## config.mk

```make
export PLATFORM = sky130hd
export DESIGN_NAME = key_matrix_global_debounce
export DESIGN_NICKNAME = d
export VERILOG_FILES = /design/src/kmgd_pkg.sv /design/src/key_matrix_global_debounce.sv /design/src/kmgd_popcount.sv
export SDC_FILE = /design/constraint.sdc
export NUM_CORES = 1
export LEC_CHECK = 0
export BUFFER_PORTS_ARGS = -buffer_cell sky130_fd_sc_hd__buf_2
export CAP_MARGIN = 20
export CELL_PAD_IN_SITES_DETAIL_PLACEMENT = 1
export CELL_PAD_IN_SITES_GLOBAL_PLACEMENT = 2
export CORE_MARGIN = 5
export CORE_UTILIZATION = 47
export CTS_CLUSTER_DIAMETER = 200
export CTS_CLUSTER_SIZE = 8
export DETAILED_ROUTE_END_ITERATION = 6
export PLACE_DENSITY_LB_ADDON = 0.12
export RECOVER_POWER = 25
export SLEW_MARGIN = 20
export SYNTH_ARGS = -nofsm -noshare
export SYNTH_HDL_FRONTEND = slang
export SYNTH_SLANG_ARGS = --single-unit
```

## constraint.sdc

```tcl
create_clock -name clk -period 15.6 [get_ports clk]
set_input_delay 2.34 -clock clk [delete_from_list [all_inputs] [get_ports clk]]
set_output_delay 2.34 -clock clk [all_outputs]
set_load 0.05 [all_outputs]
```

## src/kmgd_pkg.sv

```systemverilog
// Package with the sizes, request codes and sequencer states of the key matrix debouncer.
package kmgd_pkg;

  localparam int ROWS = 8;
  localparam int COLS = 18;

  localparam int ROW_W = (ROWS > 1) ? $clog2(ROWS) : 1;
  localparam int ONES_W = $clog2(COLS + 1);
  localparam int ACC_W = $clog2(ROWS * COLS + 1);

  localparam int REQ_W = 2;
  localparam int IDX_W = 3;
  localparam int BITS_W = 18;
  localparam int OROW_W = 18;
  localparam int KCNT_W = 8;
  localparam int DEB_W = 8;
  localparam int ELAPSED_W = 16;

  localparam int IN_DATA_W = 24;
  localparam int OUT_DATA_W = 32;
  localparam int OUT_USER_W = 2;

  localparam logic [DEB_W-1:0] DEBOUNCE_RESET = 8'd5;
  localparam logic [ELAPSED_W-1:0] ELAPSED_MAX = '1;
  localparam int KEY_MAX = 255;

  typedef enum logic [REQ_W-1:0] {
    REQ_SAMPLE   = 2'd0,
    REQ_TICK     = 2'd1,
    REQ_SCAN_END = 2'd2,
    REQ_NONE     = 2'd3
  } req_t;

  typedef enum logic [1:0] {
    ST_IDLE,
    ST_APPLY,
    ST_WALK,
    ST_DONE
  } state_t;

endpackage

```

## src/key_matrix_global_debounce.sv

```systemverilog
// Top level of the keyboard matrix scanner with one shared debounce timer.
//
// Input stream: s_axis_tuser carries the request kind (row sample, millisecond
// tick, end of scan pass); s_axis_tdata carries the row index and the sampled
// column bits. Every input transaction produces exactly one output transaction
// with the debounced bits of the named row, the pressed-key count and two flags.
// The debounce interval is written through cfg_we/cfg_wdata; the user must do so
// only while idle, as the block itself does not enforce it.
//
// After acceptance the item first updates the raw rows and the timer, then walks
// the rows one at a time through the single bit counter (copying raw to debounced
// rows on a commit), and last loads the output register.
// The output register parts the two sides: a new item is accepted while a
// finished result waits, but the walk stalls in its last state until the
// receiver has taken the previous result.
// Reset (rst, synchronous) clears both row stores, the pending flag and the
// timer, sets the debounce interval to 5 ms and empties the output register.
module key_matrix_global_debounce (
  input  logic                               clk,
  input  logic                               rst,
  input  logic                               cfg_we,
  input  logic [kmgd_pkg::DEB_W-1:0]         cfg_wdata,
  input  logic                               s_axis_tvalid,
  output logic                               s_axis_tready,
  // [2:0] row_index, [20:3] row_bits, [23:21] zero
  input  logic [kmgd_pkg::IN_DATA_W-1:0]     s_axis_tdata,
  // [1:0] req_type
  input  logic [kmgd_pkg::REQ_W-1:0]         s_axis_tuser,
  output logic                               m_axis_tvalid,
  input  logic                               m_axis_tready,
  // [17:0] debounced_row, [25:18] key_count, [31:26] zero
  output logic [kmgd_pkg::OUT_DATA_W-1:0]    m_axis_tdata,
  // [0] pending, [1] committed
  output logic [kmgd_pkg::OUT_USER_W-1:0]    m_axis_tuser
);

  kmgd_pkg::state_t state, state_next;

  logic [kmgd_pkg::DEB_W-1:0]     debounce_ms;
  logic [kmgd_pkg::COLS-1:0]      raw_rows [kmgd_pkg::ROWS];
  logic [kmgd_pkg::COLS-1:0]      stable_rows [kmgd_pkg::ROWS];
  logic                           pending;
  logic [kmgd_pkg::ELAPSED_W-1:0] elapsed_ms;

  kmgd_pkg::req_t                 req;
  logic [kmgd_pkg::IDX_W-1:0]     row_idx;
  logic [kmgd_pkg::COLS-1:0]      bits;
  logic                           commit;
  logic [kmgd_pkg::ROW_W-1:0]     wk;
  logic [kmgd_pkg::ACC_W-1:0]     acc;
  logic [kmgd_pkg::COLS-1:0]      drow;

  logic                           in_fire;
  logic                           out_load;
  logic                           row_ok;
  logic [kmgd_pkg::ROW_W-1:0]     row_sel;
  logic [kmgd_pkg::ROW_W-1:0]     raw_addr;
  logic [kmgd_pkg::COLS-1:0]      raw_rd;
  logic [kmgd_pkg::COLS-1:0]      walk_val;
  logic [kmgd_pkg::ONES_W-1:0]    walk_ones;
  logic                           walk_last;
  logic                           commit_ok;
  logic [kmgd_pkg::KCNT_W-1:0]    key_count;

  assign row_ok    = 32'(row_idx) < 32'(kmgd_pkg::ROWS);
  assign row_sel   = kmgd_pkg::ROW_W'(row_idx);
  assign raw_addr  = (state == kmgd_pkg::ST_APPLY) ? row_sel : wk;
  assign raw_rd    = raw_rows[raw_addr];
  assign walk_val  = commit ? raw_rd : stable_rows[wk];
  assign walk_last = (wk == kmgd_pkg::ROW_W'(kmgd_pkg::ROWS - 1));
  assign commit_ok = pending && (elapsed_ms > kmgd_pkg::ELAPSED_W'(debounce_ms));
  assign key_count = (32'(acc) > 32'(kmgd_pkg::KEY_MAX)) ? kmgd_pkg::KCNT_W'(kmgd_pkg::KEY_MAX)
                                                         : kmgd_pkg::KCNT_W'(acc);

  kmgd_popcount u_popcount (
    .row  (walk_val),
    .ones (walk_ones)
  );

  // Next state
  always_comb begin
    state_next = state;
    unique case (state)
      kmgd_pkg::ST_IDLE: begin
        if (s_axis_tvalid) state_next = kmgd_pkg::ST_APPLY;
      end
      kmgd_pkg::ST_APPLY: state_next = kmgd_pkg::ST_WALK;
      kmgd_pkg::ST_WALK: begin
        if (walk_last) state_next = kmgd_pkg::ST_DONE;
      end
      kmgd_pkg::ST_DONE: begin
        if (!m_axis_tvalid || m_axis_tready) state_next = kmgd_pkg::ST_IDLE;
      end
      default: state_next = kmgd_pkg::ST_IDLE;
    endcase
  end

  // Sequencer outputs
  always_comb begin
    s_axis_tready = 1'b0;
    out_load      = 1'b0;
    unique case (state)
      kmgd_pkg::ST_IDLE:  s_axis_tready = 1'b1;
      kmgd_pkg::ST_APPLY: ;
      kmgd_pkg::ST_WALK:  ;
      kmgd_pkg::ST_DONE:  out_load = !m_axis_tvalid || m_axis_tready;
      default: ;
    endcase
  end

  assign in_fire = s_axis_tvalid && s_axis_tready;

  always_ff @(posedge clk) begin
    if (rst) begin
      state <= kmgd_pkg::ST_IDLE;
    end else begin
      state <= state_next;
    end
  end

  always_ff @(posedge clk) begin
    if (rst) begin
      debounce_ms <= kmgd_pkg::DEBOUNCE_RESET;
    end else if (cfg_we) begin
      debounce_ms <= cfg_wdata;
    end
  end

  // Captured item and walk registers
  always_ff @(posedge clk) begin
    if (in_fire) begin
      req     <= kmgd_pkg::req_t'(s_axis_tuser);
      row_idx <= s_axis_tdata[kmgd_pkg::IDX_W-1:0];
      bits    <= kmgd_pkg::COLS'(s_axis_tdata[kmgd_pkg::IDX_W +: kmgd_pkg::BITS_W]);
    end
    if (state == kmgd_pkg::ST_APPLY) begin
      wk   <= '0;
      acc  <= '0;
      drow <= '0;
    end else if (state == kmgd_pkg::ST_WALK) begin
      wk  <= wk + 1'b1;
      acc <= acc + kmgd_pkg::ACC_W'(walk_ones);
      if (row_ok && (wk == row_sel)) drow <= walk_val;
    end
  end

  // Matrix state, pending flag and timer
  always_ff @(posedge clk) begin
    if (rst) begin
      for (int r = 0; r < kmgd_pkg::ROWS; r++) begin
        raw_rows[r]    <= '0;
        stable_rows[r] <= '0;
      end
      pending    <= 1'b0;
      elapsed_ms <= '0;
      commit     <= 1'b0;
    end else begin
      if (in_fire) commit <= 1'b0;
      if (state == kmgd_pkg::ST_APPLY) begin
        case (req)
          kmgd_pkg::REQ_SAMPLE: begin
            if (row_ok) begin
              if (raw_rd != bits) begin
                pending    <= 1'b1;
                elapsed_ms <= '0;
              end
              raw_rows[row_sel] <= bits;
            end
          end
          kmgd_pkg::REQ_TICK: begin
            if (elapsed_ms != kmgd_pkg::ELAPSED_MAX) elapsed_ms <= elapsed_ms + 1'b1;
          end
          kmgd_pkg::REQ_SCAN_END: begin
            if (commit_ok) begin
              commit  <= 1'b1;
              pending <= 1'b0;
            end
          end
          default: ;
        endcase
      end
      if ((state == kmgd_pkg::ST_WALK) && commit) stable_rows[wk] <= raw_rd;
    end
  end

  // Output register
  always_ff @(posedge clk) begin
    if (rst) begin
      m_axis_tvalid <= 1'b0;
    end else if (out_load) begin
      m_axis_tvalid <= 1'b1;
    end else if (m_axis_tready) begin
      m_axis_tvalid <= 1'b0;
    end
  end

  always_ff @(posedge clk) begin
    if (out_load) begin
      m_axis_tdata <= kmgd_pkg::OUT_DATA_W'({key_count, kmgd_pkg::OROW_W'(drow)});
      m_axis_tuser <= {commit, pending};
    end
  end

  // A result that reports a commit never shows the change still pending.
  a_commit_clears_pending: assert property (@(posedge clk) disable iff (rst)
    m_axis_tvalid && m_axis_tuser[1] |-> !m_axis_tuser[0])
    else $error("commit reported with change still pending");

  // A changed row sample restarts the timer and marks the change.
  a_change_restarts_timer: assert property (@(posedge clk) disable iff (rst)
    (state == kmgd_pkg::ST_APPLY) && (req == kmgd_pkg::REQ_SAMPLE) && row_ok && (raw_rd != bits)
    |=> pending && (elapsed_ms == '0))
    else $error("changed row sample did not restart debounce timer");

  // Only an end-of-scan item may copy the raw rows.
  a_commit_only_scan_end: assert property (@(posedge clk) disable iff (rst)
    (state == kmgd_pkg::ST_APPLY) && (req != kmgd_pkg::REQ_SCAN_END) |=> !commit)
    else $error("commit raised by an item other than end of scan");

  // The key count never exceeds the size of the matrix.
  a_count_bound: assert property (@(posedge clk) disable iff (rst)
    m_axis_tvalid |-> 32'(m_axis_tdata[kmgd_pkg::OROW_W +: kmgd_pkg::KCNT_W])
                      <= 32'(kmgd_pkg::ROWS * kmgd_pkg::COLS))
    else $error("key count exceeds matrix size");

endmodule

```

## src/kmgd_popcount.sv

```systemverilog
// Shared bit counter: number of pressed keys in one matrix row.
module kmgd_popcount (
  input  logic [kmgd_pkg::COLS-1:0]   row,
  output logic [kmgd_pkg::ONES_W-1:0] ones
);

  always_comb begin
    ones = '0;
    for (int c = 0; c < kmgd_pkg::COLS; c++) begin
      ones = ones + kmgd_pkg::ONES_W'(row[c]);
    end
  end

endmodule

```

==> results of run 1 <==
-- metrics by stage --
step                power (mW)  hold slack, ns  instances  instance area [um2]
CTS                       3.93           0.433       2089                21100
floorplan                 2.39           0.406       1465                18600
detailed placement        2.81           0.422       1996                19500
global route              4.12           0.445       2089                21000
finish                    3.87           0.430       2089                21000
global placement          2.76           0.417       1996                19500
-- worst min-delay path by stage --
stage,cells after the start,to,start
after floorplan,0,m_axis_tuser[1]$_DFFE_PP_,commit$_SDFF_PP0_
after global placement,0,m_axis_tdata[4]$_DFFE_PP_,drow[4]$_SDFFE_PN0P_
after detailed placement,0,m_axis_tdata[4]$_DFFE_PP_,drow[4]$_SDFFE_PN0P_
after CTS,0,m_axis_tdata[4]$_DFFE_PP_,drow[4]$_SDFFE_PN0P_
after global routing,0,m_axis_tdata[11]$_DFFE_PP_,drow[11]$_SDFFE_PN0P_
final,0,m_axis_tdata[4]$_DFFE_PP_,drow[4]$_SDFFE_PN0P_
-- power breakdown --
group	switching, mW	leakage (nW)	internal [mW]
Clock	0.445	0.743	0.659
Sequential	0.0709	3.96	1.24
Combinational	0.898	3.12	0.561
-- layout make-up --
cell class / instances / share of cell area (%)
multi-input cells: 933 / 31.8
clock buffers: 91 / 7.29
well taps: 518 / 3.08
inverters: 41 / 0.732
flip-flops and latches: 400 / 54.2
clock inverters: 2 / 0.119
repair buffers: 104 / 2.71
-- synthesized netlist by cell type, types with 6 or more instances --
library cell,instances
edfxtp_1,339
nor2_1,230
and2_1,136
nand2_1,90
dfxtp_1,61
clkbuf_1,52
mux4_2,51
mux2i_1,50
o21ai_0,41
inv_1,39
a21oi_1,34
ha_1,25
nor2b_1,25
nand3_1,23
nor3_1,23
mux2_2,15
xor2_1,15
a211oi_1,14
buf_1,13
fa_1,13
nand4_1,13
xnor2_1,12
buf_2,11
buf_4,11
nor4_1,8
o22ai_1,8
nand2b_1,7
o21a_1,7
o211ai_1,6
o221ai_1,6
-- state kept, by name, indices dropped and copies added (netlist names), named ones only --
register / count
commit: 1
stable_rows: 144
drow: 18
row_idx: 3
state: 2
m_axis_tuser: 2
acc: 8
pending: 1
wk: 3
raw_rows: 144
req: 2
bits: 18
elapsed_ms: 16
m_axis_tdata: 26
m_axis_tvalid: 1
debounce_ms: 8
-- cells by family after synthesis --
| group | Yosys count | share of synthesized area, % |
|---|---|---|
| fa+ha+maj | 38 | 3.08 |
| xor+xnor | 27 | 1.27 |
| compound gates | 169 | 6.35 |
| mux | 119 | 10.0 |
| buf+inv | 132 | 3.12 |
| simple gates | 574 | 14.9 |
| other cells | 1 | 0.0202 |
| flops | 400 | 61.3 |
-- layer usage --
metal	share of wire, %	vias up	track usage, %
met5	0	-	0
met4	2.7	0	7.67
met3	4.4	87	3.30
met2	52	255	41.8
met1	41	6150	30.0
li1	-	5434	-
==> summary.md, run 1 <==
| Metric | Value |
|---|---|
| Status | `finished with violations` |
| Failing checks | `capacitance limit, slew limit` |
| Flops & latches, synth | `400` |
| Routed len/inst | `24.6 um` |
| Die Y | `209 um` |
| WP data required | `16.06 ns` |
| Routability cong. | `0.772` |
| Via density | `5.71` |
| Most frequent cells in the layout | `edfxtp_1 (339), nor2_1 (227), and2_1 (136)` |
| Final Slew Violations | `91` |
| CP max FO | `24` |
| Share of cells above drive strength 1 | `15.9%` |
| Setup Total Neg Slack | `0 ns` |
| Net count, final | `1612` |
| # rows | `72` |
| Clock Latency Late Sink | `0.60 ns` |
| Setup WS post-layout | `6.93 ns` |
| Crit Path Class | `register to register` |
| Post-synth top area cell | `edfxtp_1` |
| Die width | `209 um` |
| Die ar. | `0.0437 mm2` |
| Drt pass-1 iters | `5` |
| Fin. Hold Viols | `0` |
| CP endpoint kind | `register` |
| RSZ-0062 raised after global routing | `no` |
| FILL cells | `3976` |
| Pre-CTS WS | `6.99 ns` |
| Syn_area_per_cell | `12.7 um2` |
| R2R Setup Slk | `6.93 ns` |
| Top Ports | `75` |
| Post-CTS sizing | `0` |
| Critical R2R Launch | `state[1]$_SDFFE_PP0P_` |
| Max-cap violations | `3` |
| Setup crit start | `state[1]$_SDFFE_PP0P_` |
| Most common cell after layout, fill and taps aside | `edfxtp_1` |
| Via count | `11926` |
| Largest net degree at the start of global routing | `52` |
| Ranking of synthesized cells by area | `edfxtp_1 (55%), dfxtp_1 (6.6%), mux4_2 (6.2%), nor2_1 (4.6%), and2_1 (4.6%)` |
| Worst VDD drop | `0.231 mV` |
| Cts hold-fix bufs | `0` |
| Cell leakage power | `7.82 nW` |
| Multi-input logic area | `0.00669 mm2` |
| Top cell by count, worst path | `inv_1` |
| Post-CTS Setup Bufs | `0` |
| Core area | `0.0389 mm2` |
| Slowest cell delay on critical path | `0.70 ns` |
| CTS tree | `yes` |
| Top cell type's share of synthesized area | `54.7%` |
| Final Routed Wirelength | `51300 um` |
| Grt total ovfl | `0` |
| Final setup violation count | `0` |
| Synth Warn # | `0` |
| Vias in the first global route | `12838` |
| Antenna violations before repair | `0` |
| Rel. slew slack | `-6.80%` |
| Crit-path leading delay family | `adder cells` |
| Setup Skew | `0.0205 ns` |
| CTS buffer count | `55` |
| Crit path capture | `acc[7]$_SDFFE_PN0P_` |
| # DRC | `0` |
| Post-synth EDFFs | `339` |
| H-tree levels | `2` |
| Diode count | `0` |
| Starting Density | `47.8%` |
| Clock Tree Buf Depth | `3` |
| Asr flop ratio synth | `0%` |
| Worst-margin pin slew | `1.60 ns` |
| Antenna viol nets, final | `0` |
| Final core occ | `54.0%` |
| PortBufs | `65` |
| Layout Area Growth over Synthesis | `13.0%` |
| Synthesized area | `0.0186 mm2` |
| CP bufs+invs | `8` |
| CTS sink cnt | `400` |
| Initial DRC Count | `709` |
| Fin crit share | `55.6%` |
| Reg clk slew, reported paths | `0.05 ns` |
| CP Launch Type | `register` |
| Worst path depth | `29` |
| Sequential area share after synthesis | `61.3%` |
| Critical R2R Capture | `acc[7]$_SDFFE_PN0P_` |
| First-pass GRT wire length | `78700 um` |
| Ys flop type | `edfxtp_1` |
| Dpl hpwl | `32300 um` |
| Maximum clock frequency | `115 MHz` |
| FF-to-FF path depth | `29` |
| Storage cell area | `0.0114 mm2` |
| Root Driver | `clkbuf_16` |
| Unique masters post-synth | `68` |
| Fin crit period | `8.67 ns` |
| Crit path DAT | `9.13 ns` |
| Worst min-delay path class | `register to register` |
| Gr usage total | `23.6%` |
| Mapped Cells | `1460` |
| Power per Cell Area | `184 mW/mm2` |
| Slowest-stage cell, CP | `mux2i_4` |
Note: power is estimated with default switching activity, not from simulation.
==> run 2, diff against run 1 <==
- CORE_UTILIZATION: 47 -> 44
- clock period: 15.6 -> 8.6 ns (I/O delays scaled with it)
==> run 2 against run 1 <==
Compared with the run above: the run still ends with capacitance limit, slew limit left; wire length increased by 2.3%; fmax is 9.3% higher; total power up 84%; cell count up 2.2%; worst hold slack lost 0.0029 ns; non-clock buffer count grew 15; register-to-register slack got worse by 6.3 ns; design area is 0.88% higher; highest routed layer unchanged.
==> summary.md, run 2 (same netlist as run 1, synthesis figures left out) <==
| Metric | Value |
|---|---|
| Cts hold-fix bufs | `0 (unchanged)` |
| FF-to-FF path depth | `28 (-3.4%)` |
| R2R Setup Slk | `0.66 ns (-6.27 ns)` |
| Highest metal used | `met4` |
| Status | `finished with violations` |
| Starting Density | `44.5% (-3.4 points)` |
| Post-CTS Setup Bufs | `0 (unchanged)` |
| Placed Cells | `2031 (+1.8%)` |
| Drt pass-1 iters | `5 (unchanged)` |
| Fin. Hold Viols | `0 (unchanged)` |
| Setup crit start | `state[1]$_SDFFE_PP0P_` |
| Setup Total Neg Slack | `0 ns (unchanged)` |
| Net count, final | `1627 (+0.93%)` |
| Crit path DAT | `8.42 ns (-0.71 ns)` |
| Rel. slew slack | `-17.0% (-10 points)` |
| Worst-margin pin slew | `1.76 ns (+0.154 ns)` |
| CP Launch Type | `register` |
| Finished Cell Area | `0.0212 mm2 (+0.88%)` |
| Via density | `5.61 (-1.7%)` |
| Critical R2R Launch | `state[1]$_SDFFE_PP0P_` |
| Die width | `216 um (+3.2%)` |
| Via count | `11978 (+0.44%)` |
| Largest net degree at the start of global routing | `41 (-21%)` |
| Reg clk slew, reported paths | `0.05 ns (about the same)` |
| Routed len/inst | `24.6 um (+0.12%)` |
| Met2 routed WL | `26400 um (-0.73%)` |
| Placed cell area | `0.0197 mm2 (+0.81%)` |
| Crit Path Class | `register to register` |
| CP endpoint kind | `register` |
| WP data required | `9.08 ns (-6.98 ns)` |
| CTS sink cnt | `400 (unchanged)` |
| Failing checks | `capacitance limit, slew limit` |
| FILL cells | `4273 (+7.5%)` |
| Storage cell area | `0.0114 mm2 (unchanged)` |
| Slowest-stage cell, CP | `ha_2` |
| Final Routed Wirelength | `52500 um (+2.3%)` |
| Non-Filler Instances | `2135 (+2.2%)` |
| Worst min-delay path class | `register to register` |
| CP max FO | `24 (unchanged)` |
| Dpl hpwl | `33600 um (+4.1%)` |
| Diode count | `0 (unchanged)` |
| Maximum clock frequency | `126 MHz (+9.3%)` |
| Hold WS | `0.427 ns (-0.00288 ns)` |
| Top cell by count, worst path | `inv_1` |
| Setup Skew | `0.0137 ns (-0.00676 ns)` |
| First-pass GRT wire length | `79600 um (+1.2%)` |
| Clock Latency Late Sink | `0.60 ns (about the same)` |
| CTS buffer count | `55 (unchanged)` |
| Met3 wire len | `2490 um (+11%)` |
| Cell leakage power | `7.84 nW (+0.17%)` |
| Critical R2R Capture | `acc[7]$_SDFFE_PN0P_` |
| Slowest cell delay on critical path | `0.59 ns (-0.11 ns)` |
| Worst VDD drop | `0.345 mV (+49%)` |
| Antenna violations before repair | `0 (unchanged)` |
| Crit path capture | `acc[7]$_SDFFE_PN0P_` |
| Antenna viol nets, final | `0 (unchanged)` |
| Initial DRC Count | `805 (+14%)` |
| Overall Power | `7.13 mW (+84%)` |
| CTS tree | `yes` |
| RSZ-0062 raised after global routing | `no` |
| Fin crit share | `92.3% (+37 points)` |
| Final Slew Violations | `79 (-13%)` |
| PortBufs | `65 (unchanged)` |
| Post-CTS sizing | `0 (unchanged)` |
| Max-cap violations | `3 (unchanged)` |
| Die Y | `216 um (+3.2%)` |
| Most frequent cells in the layout | `edfxtp_1 (339), nor2_1 (226), and2_1 (136)` |
| Die ar. | `0.0465 mm2 (+6.5%)` |
| Grt total ovfl | `0 (unchanged)` |
| H-tree levels | `2 (unchanged)` |
| Metal1 wirelength | `22300 um (+6.1%)` |
| Routability cong. | `0.776 (+0.57%)` |
| Root Driver | `clkbuf_16` |
| Largest regs | `raw_rows: 144 flops, stable_rows: 144 flops, m_axis_tdata: 26 flops` |
| # DRC | `0 (unchanged)` |
| # rows | `75 (+4.2%)` |
| Multi-input logic area | `0.00669 mm2 (-0.11%)` |
| Vias in the first global route | `12697 (-1.1%)` |
| Top Ports | `75 (unchanged)` |
| Share of cells above drive strength 1 | `14.7% (-1.2 points)` |
| Most common cell after layout, fill and taps aside | `edfxtp_1` |
| Final setup violation count | `0 (unchanged)` |
| Power per Cell Area | `336 mW/mm2 (+83%)` |
| Clock Tree Buf Depth | `3 (unchanged)` |
| Gr usage total | `22.5% (-1.1 points)` |
| Fin crit period | `7.94 ns (-0.735 ns)` |
| Layout Area Growth over Synthesis | `14.0%` |
| Core area | `0.0419 mm2 (+7.5%)` |
==> run 2: critical path: cells and delay by family, from the launching register on <==
family          cells  cell delay [ns]
fa+ha+maj           9             4.02
mux                 3             1.58
compound gates      4             0.84
buf+inv             7             0.53
simple gates        4             0.34
flops               1             0.33
xor+xnor            1             0.16
==> run 2: final cells by class <==
type,instances,area share (%)
flip-flops and latches,400,53.8
multi-input cells,933,31.5
repair buffers,119,3.20
well taps,539,3.18
clock inverters,1,0.0944
clock buffers,102,7.52
inverters,41,0.726
==> run 2: routing by layer <==
layer | vias up | track usage [%]
met4 | 0 | 6.55
met5 | - | 0
li1 | 5483 | -
met1 | 6168 | 29.4
met3 | 70 | 3.66
met2 | 257 | 38.9
==> run 2: how the worst min path moves through the flow <==
stage | depth (start not counted) | from | to
4_1_cts | 0 | drow[4]$_SDFFE_PN0P_ | m_axis_tdata[4]$_DFFE_PP_
3_5_place_dp | 0 | drow[16]$_SDFFE_PN0P_ | m_axis_tdata[16]$_DFFE_PP_
5_1_grt | 0 | drow[12]$_SDFFE_PN0P_ | m_axis_tdata[12]$_DFFE_PP_
2_1_floorplan | 0 | commit$_SDFF_PP0_ | m_axis_tuser[1]$_DFFE_PP_
3_3_place_gp | 0 | drow[15]$_SDFFE_PN0P_ | m_axis_tdata[15]$_DFFE_PP_
6_report | 0 | drow[4]$_SDFFE_PN0P_ | m_axis_tdata[4]$_DFFE_PP_
==> run 2: metrics by stage <==
step	setup slack (ns)	utilization [%]
3_5_place_dp	0.870	47.0
6_report	0.661	50.7
3_3_place_gp	0.999	47.0
5_1_grt	0.205	50.7
4_1_cts	0.844	50.9
2_1_floorplan	1.54	-
==> run 2: power by group <==
| group | internal, mW | switching, mW |
|---|---|---|
| clock network | 1.23 | 0.821 |
| logic | 1.05 | 1.65 |
| registers | 2.25 | 0.134 |
| total | 4.53 | 2.61 |
==> run 3, diff against run 2 <==
- CORE_UTILIZATION: 44 -> 45
- CTS_BUF_LIST: default -> sky130_fd_sc_hd__clkbuf_2 sky130_fd_sc_hd__clkbuf_4 sky130_fd_sc_hd__clkbuf_8
==> run 3 against run 2 <==
Compared with the run above: the flow still finishes with violations (capacitance limit, slew limit); clock-buffer cell count unchanged; die area decreased by 2.1%; cell count decreased by 0.33%; highest routed layer unchanged.
==> summary.md, run 3 (same netlist as run 1, synthesis figures left out) <==
| Metric | Value |
|---|---|
| Rel. slew slack | `-22.8% (-5.7 points)` |
| Dpl hpwl | `34100 um (+1.5%)` |
| RSZ-0062 raised after global routing | `no` |
| First-pass GRT wire length | `79200 um (-0.58%)` |
| GR peak layer | `met2` |
| Setup Skew | `0.0156 ns (+0.00181 ns)` |
| Finished Cell Area | `0.0207 mm2 (-2.5%)` |
| Status | `finished with violations` |
| Grt total ovfl | `0 (unchanged)` |
| Routed len/inst | `24.7 um (+0.38%)` |
| Top Ports | `75 (unchanged)` |
| Core area | `0.0408 mm2 (-2.4%)` |
| Post-CTS Setup Bufs | `0 (unchanged)` |
| Antenna violations before repair | `0 (unchanged)` |
| Net count, final | `1626 (-0.061%)` |
| CTS sink cnt | `400 (unchanged)` |
| M1 GR Usage | `30.9% (+1.5 points)` |
| Die width | `213 um (-1.1%)` |
| Met2 Use GR | `40.0% (+1.1 points)` |
| Vias in the first global route | `12845 (+1.2%)` |
| WP data required | `9.07 ns (about the same)` |
| CP Launch Type | `register` |
| Worst VDD drop | `0.298 mV (-14%)` |
| Largest net degree at the start of global routing | `41 (unchanged)` |
| Slowest-stage cell, CP | `buf_4` |
| Starting Density | `45.6% (+1.1 points)` |
| PortBufs | `65 (unchanged)` |
| Root Driver | `clkbuf_8` |
| Cts hold-fix bufs | `0 (unchanged)` |
| FILL cells | `4209 (-1.5%)` |
| Clock Latency Late Sink | `0.64 ns (+0.04 ns)` |
| Via density | `5.62 (+0.25%)` |
| Crit Path Class | `register to register` |
| Final setup violation count | `0 (unchanged)` |
| Layout Area Growth over Synthesis | `11.2%` |
| # DRC | `0 (unchanged)` |
| Gr usage total | `23.3% (+0.76 points)` |
| Fin. Hold Viols | `0 (unchanged)` |
| Drt pass-1 iters | `4 (-1)` |
| Clock Tree Buf Depth | `3 (unchanged)` |
| H-tree levels | `2 (unchanged)` |
| Most frequent cells in the layout | `edfxtp_1 (339), nor2_1 (229), and2_1 (136)` |
| Antenna viol nets, final | `0 (unchanged)` |
| Grt met3 use | `3.48% (-0.18 points)` |
| CP max FO | `40 (+67%)` |
| Die ar. | `0.0455 mm2 (-2.1%)` |
| CTS buffer count | `55 (unchanged)` |
| Hold WS | `0.434 ns (+0.00686 ns)` |
| Initial DRC Count | `851 (+5.7%)` |
| Cell leakage power | `7.68 nW (-1.9%)` |
| # rows | `74 (-1.3%)` |
| Slowest cell delay on critical path | `0.61 ns (+0.02 ns)` |
| Max-cap violations | `3 (unchanged)` |
| Worst-margin pin slew | `1.84 ns (+0.0858 ns)` |
| Diode count | `0 (unchanged)` |
| Post-CTS sizing | `0 (unchanged)` |
| CTS tree | `yes` |
| Final Slew Violations | `52 (-34%)` |
| Setup Total Neg Slack | `0 ns (unchanged)` |
| Fin crit share | `89.7% (-2.6 points)` |
| Final Routed Wirelength | `52500 um (about the same)` |
| Fin crit period | `7.72 ns (-0.224 ns)` |
| Power per Cell Area | `321 mW/mm2 (-4.4%)` |
| Failing checks | `capacitance limit, slew limit` |
| Largest regs | `raw_rows: 144 flops, stable_rows: 144 flops, m_axis_tdata: 26 flops` |
| Crit path DAT | `8.19 ns (-0.23 ns)` |
| Routability cong. | `0.781 (+0.61%)` |
| Die Y | `213 um (-1.1%)` |
| Via count | `11969 (-0.075%)` |
| Placed cell area | `0.0196 mm2 (-0.18%)` |
| Worst min-delay path class | `register to register` |
| Most common cell after layout, fill and taps aside | `edfxtp_1` |
| CP endpoint kind | `register` |
| Reg clk slew, reported paths | `0.06 ns (about the same)` |
| Share of cells above drive strength 1 | `17.6% (+2.9 points)` |
| Maximum clock frequency | `130 MHz (+2.9%)` |
[run 3: cell count changes in the layout (fill, tap and decap cells not counted), sizes merged]
| cell | delta |
|---|---|
| clkbuf | -2 |
| clkinvlp | +1 |
| buf | +1 |
[run 3: power breakdown]
part	internal (mW)	total (mW)	switching [mW]
Clock	0.804	1.53	0.729
Combinational	1.06	2.72	1.66
Sequential	2.25	2.40	0.151
Total	4.11	6.65	2.54
[run 3: layer usage]
layer	routed length, um	up-vias
met5	0	-
li1	-	5458
met2	26100	258
met4	1460	0
met1	22900	6177
met3	2120	76
[run 3: area by class of cell]
cell class / instances / area, um2 / area share, %
inverter: 41 / 154 / 0.744
tap: 532 / 666 / 3.22
sequential: 400 / 11400 / 55.1
timing repair buffer: 118 / 643 / 3.11
multi-input combinational: 933 / 6690 / 32.3
clock inverter: 2 / 16.3 / 0.0786
clock buffer: 102 / 1120 / 5.39
[run 3: final timing paths]
| check | from | end | slack, ns | cells after the start |
|---|---|---|---|---|
| setup / recovery | state[1]$_SDFFE_PP0P_ | acc[7]$_SDFFE_PN0P_ | 0.88 | 28 |
| hold / removal | drow[4]$_SDFFE_PN0P_ | m_axis_tdata[4]$_DFFE_PP_ | 0.43 | 0 |
| hold reg to reg | drow[4]$_SDFFE_PN0P_ | m_axis_tdata[4]$_DFFE_PP_ | 0.43 | 0 |
| setup reg to reg | state[1]$_SDFFE_PP0P_ | acc[7]$_SDFFE_PN0P_ | 0.88 | 28 |
[run 3: through the flow]
stage	std cells	total power, mW	setup slack [ns]	util (%)
after detailed placement	2024	5.20	0.967	48.1
after global placement	2024	5.09	0.996	48.1
after floorplan	1465	4.34	1.54	-
after CTS	2128	6.75	0.925	50.9
after global routing	2128	7.08	0.481	50.7
final	2128	6.65	0.885	50.7
[run 3: critical path, delay by kind of cell (launching register included)]
family,cells,cell delay (ns)
flip-flops,1,0.34
XOR/XNOR,1,0.16
AO/OA/AOI/OAI,5,1.14
buffers and inverters,7,1.06
multiplexers,2,0.78
AND/OR/NAND/NOR,5,0.56
adder cells (fa/ha/maj),8,3.49
